$ cat config.mk
export PLATFORM = sky130hd
export DESIGN_NAME = amo_ctrl
export DESIGN_NICKNAME = d
export VERILOG_FILES = /design/src/hw/rtl/amo_pkg.sv /design/src/hw/rtl/amo_ctrl.sv
export SDC_FILE = /design/constraint.sdc
export NUM_CORES = 1
export LEC_CHECK = 0
export BUFFER_PORTS_ARGS = -buffer_cell sky130_fd_sc_hd__buf_2
export CORE_AREA = 3 3 40 42
export DETAILED_ROUTE_END_ITERATION = 6
export DIE_AREA = 0 0 43 45
export PLACE_DENSITY = 0.49
export SYNTH_ARGS = -nofsm -noshare
export SYNTH_HDL_FRONTEND = slang
export SYNTH_SLANG_ARGS = --single-unit
$ cat constraint.sdc
create_clock -name i_clk -period 3.98 [get_ports i_clk]
set_input_delay 0.796 -clock i_clk [delete_from_list [all_inputs] [get_ports i_clk]]
set_output_delay 0.796 -clock i_clk [all_outputs]
set_load 0.05 [all_outputs]
$ cat src/hw/rtl/amo_pkg.sv
// ----------------------------------------------------------------------------
// Atomic memory operation unit: shared package
// Transaction layouts, operation and size codes, and the command and status
// structs that run between the controller and the datapath.
// ----------------------------------------------------------------------------
package amo_pkg;

    // Request field widths.
    localparam int MODE_W    = 3;
    localparam int SIZE_W    = 2;
    localparam int ADDR_W    = 12;
    localparam int DATA_W    = 32;
    // Word index taken from the byte address (address divided by four).
    localparam int WIDX_W    = ADDR_W - 2;

    // Request transaction layout, lowest bit first.
    localparam int REQ_MODE_LSB = 0;
    localparam int REQ_SIZE_LSB = REQ_MODE_LSB + MODE_W;
    localparam int REQ_RNEW_LSB = REQ_SIZE_LSB + SIZE_W;
    localparam int REQ_ADDR_LSB = REQ_RNEW_LSB + 1;
    localparam int REQ_OPND_LSB = REQ_ADDR_LSB + ADDR_W;
    localparam int REQ_EXPV_LSB = REQ_OPND_LSB + DATA_W;
    localparam int REQ_BITS     = REQ_EXPV_LSB + DATA_W;
    localparam int REQ_TDATA_W  = ((REQ_BITS + 7) / 8) * 8;

    // Response transaction layout: value, then the swapped flag.
    localparam int RSP_BITS     = DATA_W + 1;
    localparam int RSP_TDATA_W  = ((RSP_BITS + 7) / 8) * 8;

    // Operation codes.
    localparam logic [MODE_W-1:0] OP_ADD  = 3'd0;
    localparam logic [MODE_W-1:0] OP_SUB  = 3'd1;
    localparam logic [MODE_W-1:0] OP_OR   = 3'd2;
    localparam logic [MODE_W-1:0] OP_AND  = 3'd3;
    localparam logic [MODE_W-1:0] OP_XOR  = 3'd4;
    localparam logic [MODE_W-1:0] OP_NAND = 3'd5;
    localparam logic [MODE_W-1:0] OP_XCHG = 3'd6;
    localparam logic [MODE_W-1:0] OP_CAS  = 3'd7;

    // Access size codes; any other code is a word access.
    localparam logic [SIZE_W-1:0] SZ_BYTE = 2'd0;
    localparam logic [SIZE_W-1:0] SZ_HALF = 2'd1;

    // Big-endian lane placement.
    localparam logic [4:0] BYTE_SHIFT_FLIP = 5'd24;
    localparam logic [4:0] HALF_SHIFT_FLIP = 5'd16;
    localparam logic [DATA_W-1:0] BYTE_MASK = 32'h0000_00ff;
    localparam logic [DATA_W-1:0] HALF_MASK = 32'h0000_ffff;

    // Controller to datapath commands.
    typedef struct packed {
        logic clr_wr;    // write zero at the clearing pointer
        logic req_load;  // capture the accepted request
        logic rd_en;     // read the addressed word
        logic rmw_wr;    // write back the modified word
        logic out_load;  // load the response register
    } t_amo_cmd;

    // Datapath to controller status.
    typedef struct packed {
        logic clr_last;  // clearing pointer is at the last word
    } t_amo_sts;

endpackage

$ cat src/hw/rtl/amo_ctrl.sv
// ----------------------------------------------------------------------------
// Atomic memory operation unit: controller
// Sequences the clearing pass after reset and the accept, read and
// read-modify-write steps of each request, and owns the response valid flag.
// ----------------------------------------------------------------------------
module amo_ctrl
    import amo_pkg::*;
(
    input  logic     i_clk,
    input  logic     i_rst_n,
    input  logic     i_req_valid,
    output logic     o_req_ready,
    output logic     o_rsp_valid,
    input  logic     i_rsp_ready,
    input  t_amo_sts i_sts,
    output t_amo_cmd o_cmd
);

    localparam logic [1:0] ST_CLEAR  = 2'd0;
    localparam logic [1:0] ST_IDLE   = 2'd1;
    localparam logic [1:0] ST_READ   = 2'd2;
    localparam logic [1:0] ST_MODIFY = 2'd3;

    logic [1:0] r_state;
    logic [1:0] n_state;
    logic       r_rsp_valid;
    logic       n_rsp_valid;
    logic       rsp_free;
    logic       req_fire;

    // The response register can take a new result when it is empty or drains now.
    assign rsp_free = !r_rsp_valid || i_rsp_ready;
    assign req_fire = i_req_valid && (r_state == ST_IDLE);

    // Next-state and command decode.
    always_comb begin
        n_state = r_state;
        o_cmd   = '0;
        case (r_state)
            ST_CLEAR: begin
                o_cmd.clr_wr = 1'b1;
                if (i_sts.clr_last) begin
                    n_state = ST_IDLE;
                end
            end
            ST_IDLE: begin
                if (req_fire) begin
                    o_cmd.req_load = 1'b1;
                    n_state        = ST_READ;
                end
            end
            ST_READ: begin
                o_cmd.rd_en = 1'b1;
                n_state     = ST_MODIFY;
            end
            ST_MODIFY: begin
                if (rsp_free) begin
                    o_cmd.rmw_wr   = 1'b1;
                    o_cmd.out_load = 1'b1;
                    n_state        = ST_IDLE;
                end
            end
            default: begin
                n_state = ST_IDLE;
            end
        endcase
    end

    // Response valid: set on load, cleared when the receiver takes it.
    always_comb begin
        n_rsp_valid = r_rsp_valid;
        if (o_cmd.out_load) begin
            n_rsp_valid = 1'b1;
        end else if (i_rsp_ready) begin
            n_rsp_valid = 1'b0;
        end
    end

    always_ff @(posedge i_clk) begin
        if (!i_rst_n) begin
            r_state     <= ST_CLEAR;
            r_rsp_valid <= 1'b0;
        end else begin
            r_state     <= n_state;
            r_rsp_valid <= n_rsp_valid;
        end
    end

    assign o_req_ready = (r_state == ST_IDLE);
    assign o_rsp_valid = r_rsp_valid;

    // An accepted request always goes on to read its word.
    a_accept_reads: assert property (@(posedge i_clk) disable iff (!i_rst_n)
        req_fire |=> (r_state == ST_READ))
        else $error("accepted request did not move to the read step");

    // A result never overwrites one the receiver has not yet taken.
    a_no_overwrite: assert property (@(posedge i_clk) disable iff (!i_rst_n)
        o_cmd.out_load |-> rsp_free)
        else $error("response register overwritten while stalled");

    // The write-back and the response load happen together.
    a_write_with_rsp: assert property (@(posedge i_clk) disable iff (!i_rst_n)
        o_cmd.rmw_wr |-> o_cmd.out_load)
        else $error("write-back without a response");

    // The clearing pass ends at the last word and opens the input.
    a_clear_ends: assert property (@(posedge i_clk) disable iff (!i_rst_n)
        (r_state == ST_CLEAR && i_sts.clr_last) |=> (r_state == ST_IDLE))
        else $error("clearing pass did not end at the last word");

endmodule

==> results.toml <==
[run_status]
outcome = "complete, no violations"

[synthesis]
synth.distinct_cells = 11
synth_area_leader_cell = "ha_1"
synth-async-reset-ratio_pct = 0
synthesis.area_um2 = 228
synth_top_area_share_pct = 27.5
syn_nets = 35
yosysWarnings = 0
yosysMostFrequentCell = "ha_1"
syn_inst = 25
ys_seq_elements = 3
synth_edf_count = 0
seq_area_frac_synth_pct = 26.4
avgSynthCellArea_um2 = 9.11
synthFlopType = "dfxtp_1"
yosys-top-cells-count = "5 x ha_1, 4 x inv_1, 3 x dfxtp_1, 3 x nand2_1"
synthTopCellsByArea = "ha_1 27%, dfxtp_1 26%, mux2i_1 8.8%, buf_4 6.6%, inv_1 6.6%"

[clocking]
cts_tree = "done"
cts_hold_buf = 0
clock_latency_ps = 230
post_cts_buffers = 0
h-tree-depth = 1
cts_root_buf = "clkbuf_4"
clockBufferDepth = 2
numCtsBuffers = 3
cts_resized = 0
cts_sinks = 3
path_clk_slew_ps = 30

[sta]
hold_viol = 0
max_freq_ghz = 0.463
rsz0062_at_grt = "no"
worst_slew_pin_slew_ps = 483
fin_crit_ps = 2160
finalSetupViolations = 0
slew_viol_final = 0
timing.setup.tns_ps = 0
min_period_over_period_pct = 54.2
whs_ps = 505
setup_ws_ps = 1820
slew_headroom_pct = 67.8
fin_skew_ps = 0.152

[routing]
drt-total-wl_um = 429
vias_per_cell = 3.66
drt_pass1_iterations = 4
drcViolationCount = 0
routedWlPerCell_um = 8.09
via_count = 194
ant_nets = 0
first_iter_violations = 3

[placed_design]
dp_cells = 49
pre_cts_ws_ps = 1800
gp_congestion = 0.637
port_buffers = 11

[floorplan]
dieWidth_um = 43
ios = 12
placementRows = 13
start_util_pct = 17.7
core_area_um2 = 1280
dieArea_um2 = 1940
die_height_um = 45

[worst_hold_path]
whs_path_depth = 2
min_path_type = "flop to flop"
hold_path.startpoint = "r_state[1]"
hold_end = "r_state[1]"

[setup_path]
r2r_start = "r_state[0]"
crit_chain = "buf_2 -> nor2b_1 -> nor2b_1 -> buf_2"
r2r_slack_ps = 2490
r2r_cells = 4
worstReg2RegEnd = "r_state[1]"
end_kind = "output port"
required_ps = 3180
cp_max_fo = 3
crit_arrival_ps = 1360
crit_type = "input port to output port"
cp_slowest_stage_delay_ps = 210
slowest_stage = "buf_2"
crit_path_start = "i_rsp_ready"
critPathLaunchType = "input port"
path_buf_inv = 2
path_delay_family = "buffers and inverters"

[global_routing]
grt_pass1_wl_um = 703
grtUsageTotal_pct = 5.40
antenna_found_initial = 0
grt_pass1_vias = 185
grt-ovfl-total = 0
grt_max_degree = 6

[finish]
fin_cells = 53
n_antenna_cell = 0
area_growth_syn_to_layout_pct = 37.4
fillerInstances = 148
final_layout_size_suffix_gt1_share_pct = 36.8
fin_nets = 49

[flow_run]
drv_cap = 0

[power_and_ir_drop]
p_leak_nw = 0.179
total_power_mw = 0.248
ir_worst_vdd_mv = 0.149
power_density_nw_per_um2 = 794
registers in the layout (all words and copies together) (netlist names):
| name | flops |
|---|---|
| r_state | 2 |
| o_rsp_valid | 1 |
power by group:
part           internal (mW)  switching (mW)  total, mW
combinational         0.0404           0.107      0.147
clock                 0.0375          0.0140     0.0515
sequential            0.0395          0.0101     0.0496
worst register-to-register path, delay by kind of cell (launching register included):
kind / cells / cell delay (ps)
buffers and inverters: 1 / 90
adder cells (fa/ha/maj): 1 / 210
AO/OA/AOI/OAI: 1 / 480
flip-flops: 1 / 400
multiplexers: 1 / 240
metrics by stage:
stage | utilization, % | area, um^2
floorplan | - | 228
global placement | 22.3 | 287
detailed placement | 22.3 | 287
CTS | 24.3 | 313
global route | 24.3 | 313
finish | 24.3 | 313
placed cells by master (no fill, tap or decap):
cell	count
nand2_1	3
and2_1	1
nor2b_1	2
ha_1	5
clkbuf_4	3
or2b_1	1
dfxtp_1	3
buf_2	11
clkbuf_1	1
mux2i_1	2
o21a_1	1
inv_1	4
a222oi_1	1
layout make-up:
class                      instances  area (um^2)  share of cell area, %
timing repair buffer              11         55.1                   17.6
multi-input combinational         16          138                   44.0
tap                               15         18.8                   6.00
inverter                           4         15.0                   4.80
sequential                         3         60.1                   19.2
clock buffer                       4         26.3                   8.40
per-layer routing:
| layer | GRT usage [%] | routed length, um | vias up |
|---|---|---|---|
| met4 | 5.42 | 0 | 0 |
| met5 | 0 | 0 | - |
| met3 | 4.38 | 54 | 0 |
| met2 | 7.49 | 197 | 7 |
| li1 | - | - | 103 |
| met1 | 4.78 | 178 | 84 |
how the worst max path moves through the flow:
stage               endpoint  cells after the start
global placement    o_cmd[1]                      4
CTS                 o_cmd[0]                      4
global route        o_cmd[0]                      4
floorplan           o_cmd[3]                      3
detailed placement  o_cmd[0]                      4
finish              o_cmd[1]                      4
logic make-up after synthesis:
kind of cell | share of synthesized area, %
AND/OR/NAND/NOR | 16.5
AO/OA/AOI/OAI | 7.69
buffers and inverters | 13.2
adder cells (fa/ha/maj) | 27.5
multiplexers | 8.79
flip-flops | 26.4
(Power assumes the default switching activity.)
